### config.mk
export PLATFORM = sky130hd
export DESIGN_NAME = mips_decode_hazard_branch_unit_flat
export DESIGN_NICKNAME = d
export VERILOG_FILES = /design/src/rtl/core/mdhb_pkg.sv /design/src/rtl/core/mdhb_in_if.sv /design/src/rtl/core/mdhb_out_if.sv /design/src/rtl/core/mips_decode_hazard_branch_unit.sv /design/src/flat_wrapper.sv
export SDC_FILE = /design/constraint.sdc
export NUM_CORES = 1
export LEC_CHECK = 0
export BUFFER_PORTS_ARGS = -buffer_cell sky130_fd_sc_hd__buf_2
export CORE_UTILIZATION = 50
export CTS_CLUSTER_DIAMETER = 150
export DETAILED_ROUTE_END_ITERATION = 6
export GPL_ROUTABILITY_DRIVEN = 0
export PLACE_DENSITY = 0.77
export SYNTH_ARGS = -nofsm -noshare
export SYNTH_HDL_FRONTEND = slang
export SYNTH_SLANG_ARGS = --single-unit
### constraint.sdc
create_clock -name clk -period 8.8 [get_ports clk]
set_input_delay 0 -clock clk [delete_from_list [all_inputs] [get_ports clk]]
set_output_delay 0 -clock clk [all_outputs]
set_load 0.1 [all_outputs]
### src/rtl/core/mdhb_pkg.sv
package mdhb_pkg;

  localparam int unsigned WordW = 32;
  localparam int unsigned KindW = 6;

  localparam logic [5:0] K_BUBBLE  = 6'd0;
  localparam logic [5:0] K_ADD     = 6'd1;
  localparam logic [5:0] K_ADDU    = 6'd2;
  localparam logic [5:0] K_SUB     = 6'd3;
  localparam logic [5:0] K_AND     = 6'd4;
  localparam logic [5:0] K_OR      = 6'd5;
  localparam logic [5:0] K_XOR     = 6'd6;
  localparam logic [5:0] K_NOR     = 6'd7;
  localparam logic [5:0] K_NAND    = 6'd8;
  localparam logic [5:0] K_SLT     = 6'd9;
  localparam logic [5:0] K_NOP     = 6'd10;
  localparam logic [5:0] K_SLL     = 6'd11;
  localparam logic [5:0] K_SRL     = 6'd12;
  localparam logic [5:0] K_SRA     = 6'd13;
  localparam logic [5:0] K_JR      = 6'd14;
  localparam logic [5:0] K_MULT    = 6'd15;
  localparam logic [5:0] K_MULTU   = 6'd16;
  localparam logic [5:0] K_MFHI    = 6'd17;
  localparam logic [5:0] K_MFLO    = 6'd18;
  localparam logic [5:0] K_ADDI    = 6'd19;
  localparam logic [5:0] K_ADDIU   = 6'd20;
  localparam logic [5:0] K_LW      = 6'd21;
  localparam logic [5:0] K_LH      = 6'd22;
  localparam logic [5:0] K_LHU     = 6'd23;
  localparam logic [5:0] K_LB      = 6'd24;
  localparam logic [5:0] K_LBU     = 6'd25;
  localparam logic [5:0] K_SW      = 6'd26;
  localparam logic [5:0] K_SH      = 6'd27;
  localparam logic [5:0] K_SB      = 6'd28;
  localparam logic [5:0] K_LUI     = 6'd29;
  localparam logic [5:0] K_ANDI    = 6'd30;
  localparam logic [5:0] K_ORI     = 6'd31;
  localparam logic [5:0] K_NORI    = 6'd32;
  localparam logic [5:0] K_SLTI    = 6'd33;
  localparam logic [5:0] K_BEQ     = 6'd34;
  localparam logic [5:0] K_BNE     = 6'd35;
  localparam logic [5:0] K_BGTZ    = 6'd36;
  localparam logic [5:0] K_J       = 6'd37;
  localparam logic [5:0] K_JAL     = 6'd38;
  localparam logic [5:0] K_HALT    = 6'd39;
  localparam logic [5:0] K_ILLEGAL = 6'd40;

  localparam logic [5:0] OPC_RTYPE = 6'h00;
  localparam logic [5:0] OPC_J     = 6'h02;
  localparam logic [5:0] OPC_JAL   = 6'h03;
  localparam logic [5:0] OPC_BEQ   = 6'h04;
  localparam logic [5:0] OPC_BNE   = 6'h05;
  localparam logic [5:0] OPC_BGTZ  = 6'h07;
  localparam logic [5:0] OPC_ADDI  = 6'h08;
  localparam logic [5:0] OPC_ADDIU = 6'h09;
  localparam logic [5:0] OPC_SLTI  = 6'h0a;
  localparam logic [5:0] OPC_ANDI  = 6'h0c;
  localparam logic [5:0] OPC_ORI   = 6'h0d;
  localparam logic [5:0] OPC_NORI  = 6'h0e;
  localparam logic [5:0] OPC_LUI   = 6'h0f;
  localparam logic [5:0] OPC_LB    = 6'h20;
  localparam logic [5:0] OPC_LH    = 6'h21;
  localparam logic [5:0] OPC_LW    = 6'h23;
  localparam logic [5:0] OPC_LBU   = 6'h24;
  localparam logic [5:0] OPC_LHU   = 6'h25;
  localparam logic [5:0] OPC_SB    = 6'h28;
  localparam logic [5:0] OPC_SH    = 6'h29;
  localparam logic [5:0] OPC_SW    = 6'h2b;
  localparam logic [5:0] OPC_HALT  = 6'h3f;

  localparam logic [5:0] FN_SLL   = 6'h00;
  localparam logic [5:0] FN_SRL   = 6'h02;
  localparam logic [5:0] FN_SRA   = 6'h03;
  localparam logic [5:0] FN_JR    = 6'h08;
  localparam logic [5:0] FN_MFHI  = 6'h10;
  localparam logic [5:0] FN_MFLO  = 6'h12;
  localparam logic [5:0] FN_MULT  = 6'h18;
  localparam logic [5:0] FN_MULTU = 6'h19;
  localparam logic [5:0] FN_ADD   = 6'h20;
  localparam logic [5:0] FN_ADDU  = 6'h21;
  localparam logic [5:0] FN_SUB   = 6'h22;
  localparam logic [5:0] FN_AND   = 6'h24;
  localparam logic [5:0] FN_OR    = 6'h25;
  localparam logic [5:0] FN_XOR   = 6'h26;
  localparam logic [5:0] FN_NOR   = 6'h27;
  localparam logic [5:0] FN_NAND  = 6'h28;
  localparam logic [5:0] FN_SLT   = 6'h2a;

  localparam logic [1:0] PROD_NONE = 2'd0;
  localparam logic [1:0] PROD_EX   = 2'd1;
  localparam logic [1:0] PROD_MEM  = 2'd2;
  localparam logic [1:0] PROD_WB   = 2'd3;

  typedef struct packed {
    logic [31:0] instr_word;
    logic [31:0] pc_value;
    logic [31:0] rs_file_value;
    logic [31:0] rt_file_value;
    logic [1:0]  rs_producer;
    logic [1:0]  rt_producer;
    logic        ex_ready;
    logic        mem_ready;
    logic [31:0] mem_result;
  } in_item_t;

  typedef struct packed {
    logic        stall_res;
    logic        redirect;
    logic [31:0] next_pc;
    logic [5:0]  op_kind;
    logic [31:0] operand_a;
    logic [31:0] operand_b;
    logic [31:0] imm_value;
    logic        fwd_a;
    logic        fwd_b;
    logic [31:0] link_value;
    logic        illegal;
  } out_item_t;

endpackage

### src/rtl/core/mdhb_in_if.sv
interface mdhb_in_if
  import mdhb_pkg::*;
();
  logic     valid;
  logic     ready;
  in_item_t data;

  modport source (output valid, output data, input ready);
  modport sink (input valid, input data, output ready);
endinterface

### src/rtl/core/mdhb_out_if.sv
interface mdhb_out_if
  import mdhb_pkg::*;
();
  logic      valid;
  logic      ready;
  out_item_t data;

  modport source (output valid, output data, input ready);
  modport sink (input valid, input data, output ready);
endinterface

### src/rtl/core/mips_decode_hazard_branch_unit.sv
// Channel   Direction  Handshake      Payload
// dec_in    sink       valid, ready   instruction, pc, register values, producer codes
// dec_out   source     valid, ready   stall, redirect, next pc, decoded fields
//
// One instruction is accepted per cycle unless the output stalls.
// Stage one registers the input; decode, hazard check and branch resolution sit
// between that register and the result register.
// Reset clears both valid flags and the pending flush flag.
// A stalled output holds its result; the input register still refills as soon as it drains.
module mips_decode_hazard_branch_unit
  import mdhb_pkg::*;
(
  input logic        clk,
  input logic        rst,
  mdhb_in_if.sink    dec_in,
  mdhb_out_if.source dec_out
);

  in_item_t  s1;
  logic      s1_valid;
  out_item_t res_q;
  logic      res_valid;
  logic      flush_pending;
  logic      flush_pending_next;
  logic      s1_move;
  out_item_t res_next;

  logic [5:0]  opc;
  logic [5:0]  funct;
  logic [4:0]  rs;
  logic [4:0]  rt;
  logic [4:0]  rd;
  logic [4:0]  sh;
  logic [31:0] se;
  logic [31:0] ze;
  logic [5:0]  kind;
  logic [31:0] imm;
  logic        na;
  logic        nb;
  logic        ctl;
  logic        use_a;
  logic        use_b;
  logic        stall_a;
  logic        stall_b;
  logic        stall;
  logic [31:0] a_val;
  logic [31:0] b_val;
  logic [31:0] pc_inc;
  logic [31:0] btgt;
  logic [31:0] jtgt;

  assign s1_move      = s1_valid && (!res_valid || dec_out.ready);
  assign dec_in.ready = !s1_valid || s1_move;
  assign dec_out.valid = res_valid;
  assign dec_out.data  = res_q;

  assign opc   = s1.instr_word[31:26];
  assign funct = s1.instr_word[5:0];
  assign rs    = s1.instr_word[25:21];
  assign rt    = s1.instr_word[20:16];
  assign rd    = s1.instr_word[15:11];
  assign sh    = s1.instr_word[10:6];
  assign se    = {{16{s1.instr_word[15]}}, s1.instr_word[15:0]};
  assign ze    = {16'd0, s1.instr_word[15:0]};

  always_comb begin
    kind = K_ILLEGAL;
    imm  = '0;
    na   = 1'b0;
    nb   = 1'b0;
    if (opc == OPC_RTYPE) begin
      imm = {27'd0, sh};
      case (funct)
        FN_ADD:   begin kind = K_ADD;   na = 1'b1; nb = 1'b1; end
        FN_ADDU:  begin kind = K_ADDU;  na = 1'b1; nb = 1'b1; end
        FN_SUB:   begin kind = K_SUB;   na = 1'b1; nb = 1'b1; end
        FN_AND:   begin kind = K_AND;   na = 1'b1; nb = 1'b1; end
        FN_OR:    begin kind = K_OR;    na = 1'b1; nb = 1'b1; end
        FN_XOR:   begin kind = K_XOR;   na = 1'b1; nb = 1'b1; end
        FN_NOR:   begin kind = K_NOR;   na = 1'b1; nb = 1'b1; end
        FN_NAND:  begin kind = K_NAND;  na = 1'b1; nb = 1'b1; end
        FN_SLT:   begin kind = K_SLT;   na = 1'b1; nb = 1'b1; end
        FN_SLL: begin
          if (rd == 5'd0 && rt == 5'd0 && sh == 5'd0) begin
            kind = K_NOP;
          end else begin
            kind = K_SLL;
            nb   = 1'b1;
          end
        end
        FN_SRL:   begin kind = K_SRL;   nb = 1'b1; end
        FN_SRA:   begin kind = K_SRA;   nb = 1'b1; end
        FN_JR:    begin kind = K_JR;    na = 1'b1; end
        FN_MULT:  begin kind = K_MULT;  na = 1'b1; nb = 1'b1; end
        FN_MULTU: begin kind = K_MULTU; na = 1'b1; nb = 1'b1; end
        FN_MFHI:  kind = K_MFHI;
        FN_MFLO:  kind = K_MFLO;
        default:  kind = K_ILLEGAL;
      endcase
    end else begin
      case (opc)
        OPC_ADDI:  begin kind = K_ADDI;  imm = se; na = 1'b1; end
        OPC_ADDIU: begin kind = K_ADDIU; imm = se; na = 1'b1; end
        OPC_LW:    begin kind = K_LW;    imm = se; na = 1'b1; end
        OPC_LH:    begin kind = K_LH;    imm = se; na = 1'b1; end
        OPC_LHU:   begin kind = K_LHU;   imm = se; na = 1'b1; end
        OPC_LB:    begin kind = K_LB;    imm = se; na = 1'b1; end
        OPC_LBU:   begin kind = K_LBU;   imm = se; na = 1'b1; end
        OPC_SW:    begin kind = K_SW;    imm = se; na = 1'b1; nb = 1'b1; end
        OPC_SH:    begin kind = K_SH;    imm = se; na = 1'b1; nb = 1'b1; end
        OPC_SB:    begin kind = K_SB;    imm = se; na = 1'b1; nb = 1'b1; end
        OPC_LUI:   begin kind = K_LUI;   imm = ze; end
        OPC_ANDI:  begin kind = K_ANDI;  imm = ze; na = 1'b1; end
        OPC_ORI:   begin kind = K_ORI;   imm = ze; na = 1'b1; end
        OPC_NORI:  begin kind = K_NORI;  imm = ze; na = 1'b1; end
        OPC_SLTI:  begin kind = K_SLTI;  imm = se; na = 1'b1; end
        OPC_BEQ:   begin kind = K_BEQ;   imm = se; na = 1'b1; nb = 1'b1; end
        OPC_BNE:   begin kind = K_BNE;   imm = se; na = 1'b1; nb = 1'b1; end
        OPC_BGTZ:  begin kind = K_BGTZ;  imm = se; na = 1'b1; end
        OPC_J:     begin kind = K_J;   imm = {6'd0, s1.instr_word[25:0]}; end
        OPC_JAL:   begin kind = K_JAL; imm = {6'd0, s1.instr_word[25:0]}; end
        OPC_HALT:  kind = K_HALT;
        default:   kind = K_ILLEGAL;
      endcase
    end
  end

  // Control instructions take the register file value, forward the memory-stage
  // result, or stall; all others stall only behind an execute result not yet ready.
  assign ctl   = (kind == K_JR) || (kind == K_BEQ) || (kind == K_BNE) || (kind == K_BGTZ);
  assign use_a = na && (rs != 5'd0);
  assign use_b = nb && (rt != 5'd0);

  always_comb begin
    if (ctl) begin
      stall_a = use_a && (s1.rs_producer == PROD_EX ||
                          (s1.rs_producer == PROD_MEM && !s1.mem_ready));
      stall_b = use_b && (s1.rt_producer == PROD_EX ||
                          (s1.rt_producer == PROD_MEM && !s1.mem_ready));
    end else begin
      stall_a = use_a && s1.rs_producer == PROD_EX && !s1.ex_ready;
      stall_b = use_b && s1.rt_producer == PROD_EX && !s1.ex_ready;
    end
  end

  assign stall = stall_a || stall_b;
  assign a_val = !(ctl && use_a)           ? '0 :
                 (s1.rs_producer == PROD_MEM) ? s1.mem_result : s1.rs_file_value;
  assign b_val = !(ctl && use_b)           ? '0 :
                 (s1.rt_producer == PROD_MEM) ? s1.mem_result : s1.rt_file_value;

  assign pc_inc = s1.pc_value + 32'd4;
  assign btgt   = s1.pc_value + {imm[29:0], 2'b00};
  assign jtgt   = {s1.pc_value[31:28], imm[25:0], 2'b00};

  always_comb begin
    res_next           = '0;
    res_next.next_pc   = pc_inc;
    flush_pending_next = 1'b0;
    if (!flush_pending) begin
      res_next.op_kind = kind;
      if (kind == K_ILLEGAL) begin
        res_next.illegal = 1'b1;
      end else if (stall) begin
        res_next.stall_res = 1'b1;
        res_next.imm_value = imm;
      end else begin
        res_next.imm_value = imm;
        res_next.operand_a = a_val;
        res_next.operand_b = b_val;
        res_next.fwd_a     = ctl && use_a && (s1.rs_producer == PROD_MEM);
        res_next.fwd_b     = ctl && use_b && (s1.rt_producer == PROD_MEM);
        case (kind)
          K_JR: begin
            res_next.next_pc  = a_val;
            res_next.redirect = 1'b1;
          end
          K_BEQ: begin
            if (a_val == b_val) begin
              res_next.next_pc  = btgt;
              res_next.redirect = 1'b1;
            end
          end
          K_BNE: begin
            if (a_val != b_val) begin
              res_next.next_pc  = btgt;
              res_next.redirect = 1'b1;
            end
          end
          K_BGTZ: begin
            if (!a_val[31] && a_val != '0) begin
              res_next.next_pc  = btgt;
              res_next.redirect = 1'b1;
            end
          end
          K_J: begin
            res_next.next_pc  = jtgt;
            res_next.redirect = 1'b1;
          end
          K_JAL: begin
            res_next.next_pc    = jtgt;
            res_next.link_value = s1.pc_value;
            res_next.redirect   = 1'b1;
          end
          default: res_next.redirect = 1'b0;
        endcase
        flush_pending_next = res_next.redirect;
      end
    end
  end

  always_ff @(posedge clk) begin
    if (rst) begin
      s1_valid      <= 1'b0;
      res_valid     <= 1'b0;
      flush_pending <= 1'b0;
    end else begin
      if (dec_in.ready) begin
        s1_valid <= dec_in.valid;
      end
      if (s1_move) begin
        res_valid     <= 1'b1;
        flush_pending <= flush_pending_next;
      end else if (dec_out.ready) begin
        res_valid <= 1'b0;
      end
    end
  end

  always_ff @(posedge clk) begin
    if (dec_in.valid && dec_in.ready) begin
      s1 <= dec_in.data;
    end
    if (s1_move) begin
      res_q <= res_next;
    end
  end

endmodule

### src/flat_wrapper.sv
// flat-port wrapper written by rule: the top's interface ports become plain ports
module mips_decode_hazard_branch_unit_flat import mdhb_pkg::*;
  (clk, rst, dec_in_valid, dec_in_data, dec_in_ready, dec_out_valid, dec_out_data, dec_out_ready);
  mdhb_in_if dec_in_i ();
  mdhb_out_if dec_out_i ();
  input logic clk;
  input logic rst;
  input wire logic [$bits(dec_in_i.valid)-1:0] dec_in_valid;
  input wire logic [$bits(dec_in_i.data)-1:0] dec_in_data;
  output wire logic [$bits(dec_in_i.ready)-1:0] dec_in_ready;
  output wire logic [$bits(dec_out_i.valid)-1:0] dec_out_valid;
  output wire logic [$bits(dec_out_i.data)-1:0] dec_out_data;
  input wire logic [$bits(dec_out_i.ready)-1:0] dec_out_ready;
  assign dec_in_i.valid = dec_in_valid;
  assign dec_in_i.data = dec_in_data;
  assign dec_in_ready = dec_in_i.ready;
  assign dec_out_valid = dec_out_i.valid;
  assign dec_out_data = dec_out_i.data;
  assign dec_out_i.ready = dec_out_ready;
  mips_decode_hazard_branch_unit u_core (.clk(clk), .rst(rst), .dec_in(dec_in_i), .dec_out(dec_out_i));
endmodule
==> metrics <==
status completed; GR Overflow Total 0; clock buffer count from CTS 36; Post-Route WL 52,700 µm; CP Class register to register; H-Tree Depth 2; non-filler cells in the finished layout 2,377; RSZ-0062 raised after global routing false; WL/cell 22.2 µm; final setup violation count 0; IO Pins 343; worst min-delay path class input port to register; clk sinks around 340; CTS tree yes; Area Overhead vs Synth 29.5%; number of max-cap violations 0; Max clock buf depth 3; Crit Path Max Fanout 24; Worst-path clk slew 0.07 ns; Final Hold Violating Endpoints 0; DP HPWL between 30,000 and 40,000 µm; Synth Cell Area between 15,000 and 20,000 µm²; count leader, synth edfxtp_1; number of distinct library cells after synthesis a little over 80; Core Rows 66; Starting Density 0.513; placed instance count 2,139; min cycle time layout 5.87 ns; # Post-CTS Setup Buffers 0; Final Max Slew Viols 0; Max IR drop VDD just over 200 µV; vias in the first global route 13,700; R2R Path Start u_core.opc[1]; period utilisation layout 0.668; Initial DRT Pass Iterations 6; Synth Register Bits 336; core area ~33,000 µm²; Port-buffer cells 342; Arr. time, crit path 6.12 ns; total power 4.22 mW; synthesized net count 1,604; Max Fclk between 150 and 200 MHz; vias per inst 5.91; Total GRT Usage 0.301; Clock Skews ~0.024 ns; hold slack final around 0.18 ns; Vias 14,000; DR iter-0 viols 1,554; Slew Limit Headroom 0.176; DRT antenna net count 0; die area 34,500 µm²; Final TNS setup 0 ns; r2r setup slk 2.93 ns; Avg Cell Area, Syn 12.0 µm²; Root Driver clkbuf_16; register area share after synthesis 0.597; Worst Setup End Kind register; Power Density approximately 190 nW/µm²; CP Data Required Time 9.04 ns; global-route wire length before repair 77,800 µm; Synth area leader edfxtp_1; post-synthesis cell count approximately 1,400; FF-to-FF path depth 19; Worst-Skew Late Latency ~0.53 ns; Reg2Reg Capture Point u_core.dec_out.data[168]; # nets final 2,106; FFs w/ async S/R, synth 0; Worst setup SP type register; share of cells above drive strength 1 0.231; initial antenna violation count 2; residual DRC count 0; Synth Flop Type edfxtp_1; most instantiated cells after synthesis edfxtp_1, nand2_1, nor2_1, mux2i_1, and2_1; top cells by area, synth edfxtp_1, mux2i_1, nand2_1; Post-synth EDFFs 333; Ys Warns 0; pin count of the biggest net entering global routing 84; Die Ht 186 µm; die extent in x 186 µm; worst slew pin tran 1.20 ns; proportion of netlist area held by the largest area contributor 0.593; fillers roughly 2,500; crit path from u_core.opc[1]; P_leak roughly 8.5 nW; critical path endpoint u_core.dec_out.data[168]
==> sequential cells by signal, indices dropped and copies added, names as in the netlist <==
name,count
u_core.rs,5
u_core.s1_valid,1
u_core.rt,5
u_core.dec_out.valid,1
u_core.flush_pending,1
u_core.rd,5
u_core.funct,6
u_core.dec_out.data,167
u_core.jtgt,4
u_core.s1,135
u_core.opc,6
==> layout by cell type (no fill, tap or decap), drive strengths merged, types with 35 or more instances in the layout <==
cell type,netlist,routed
a21oi,57,57
and2,60,60
buf,29,361
clkbuf,38,42
dlygate4sd3,0,170
edfxtp,333,333
mux2i,66,66
nand2,147,147
nor2,132,132
o21ai,59,59
xnor2,39,39
xor2,35,35
==> cell families after synthesis <==
| kind of cell | after synthesis | synth area share |
|---|---|---|
| adders and majority gates | 31 | 0.0234 |
| and+or+nand+nor | 521 | 0.156 |
| buffers and inverters | 95 | 0.0257 |
| muxes | 66 | 0.0392 |
| DFF | 336 | 0.597 |
| xor gates and xnor gates | 74 | 0.0384 |
| AOI/OAI and AO/OA | 280 | 0.120 |
==> cell type report <==
type / instances / area, µm² / share of cell area
diodes: 2 / 5.00 / 0.000229
clock buffers: 42 / 966 / 0.0442
clock inverters: 24 / 188 / 0.00860
inverters: 28 / 105 / 0.00481
multi-input cells: 972 / 6400 / 0.293
flip-flops and latches: 336 / 10100 / 0.461
well taps: 442 / 553 / 0.0253
repair buffers: 531 / 3560 / 0.163
==> stage by stage <==
stage / instance area, µm² / setup WS (ns) / utilization
final: 21800 / 2.93 / 0.664
after global routing: 21800 / 2.53 / 0.664
after CTS: 21800 / 3.11 / 0.664
after detailed placement: 19000 / 3.16 / 0.577
after global placement: 19000 / 3.40 / 0.577
after floorplan: 16900 / 2.73 / -
==> where the power goes <==
part           internal [mW]  leakage [nW]  switching, mW  total [mW]
clock network          0.850         0.557          0.638        1.49
registers               1.86          3.14         0.0643        1.92
logic                  0.229          4.81          0.581       0.810
==> critical path, stage by stage, from the launching register on <==
cell,delay (ns)
edfxtp_1,0.86
nor2_1,0.20
a21oi_1,0.17
nor3_1,0.07
a2111oi_2,0.37
buf_4,0.29
inv_1,0.08
o21ai_0,0.28
ha_1,0.34
a21oi_1,0.15
nor2b_1,0.08
o311ai_0,0.85
o21ai_0,0.22
o221ai_1,0.37
o31ai_1,0.16
a21o_1,0.21
a2111oi_0,0.41
nor3_1,0.17
mux2i_1,0.18
o221ai_1,0.13
==> worst min path at each step <==
stage	slack, ns	cells past startpoint	end	start
2_1_floorplan	0.07	1	u_core.dec_out.valid	rst
3_3_place_gp	0.18	1	u_core.s1[55]	dec_in_data[55]
3_5_place_dp	0.18	1	u_core.s1[35]	dec_in_data[35]
4_1_cts	0.17	2	u_core.s1[49]	dec_in_data[49]
5_1_grt	0.17	2	u_core.s1[49]	dec_in_data[49]
6_report	0.18	2	u_core.s1[127]	dec_in_data[127]
==> routing by layer <==
metal / part of all wire / track usage / wire length, µm
met1: 0.38 / 0.381 / 20200
met2: 0.49 / 0.513 / 25700
met3: 0.091 / 0.0526 / 4780
met4: 0.039 / 0.115 / 2040
met5: 0.00030 / 0 / 16
==> repair_timing <==
action,CTS,global route
hold buffers,170,0
endpoints found under the hold margin,179,0
gates resized for setup,0,0
(Power assumes the default switching activity.)
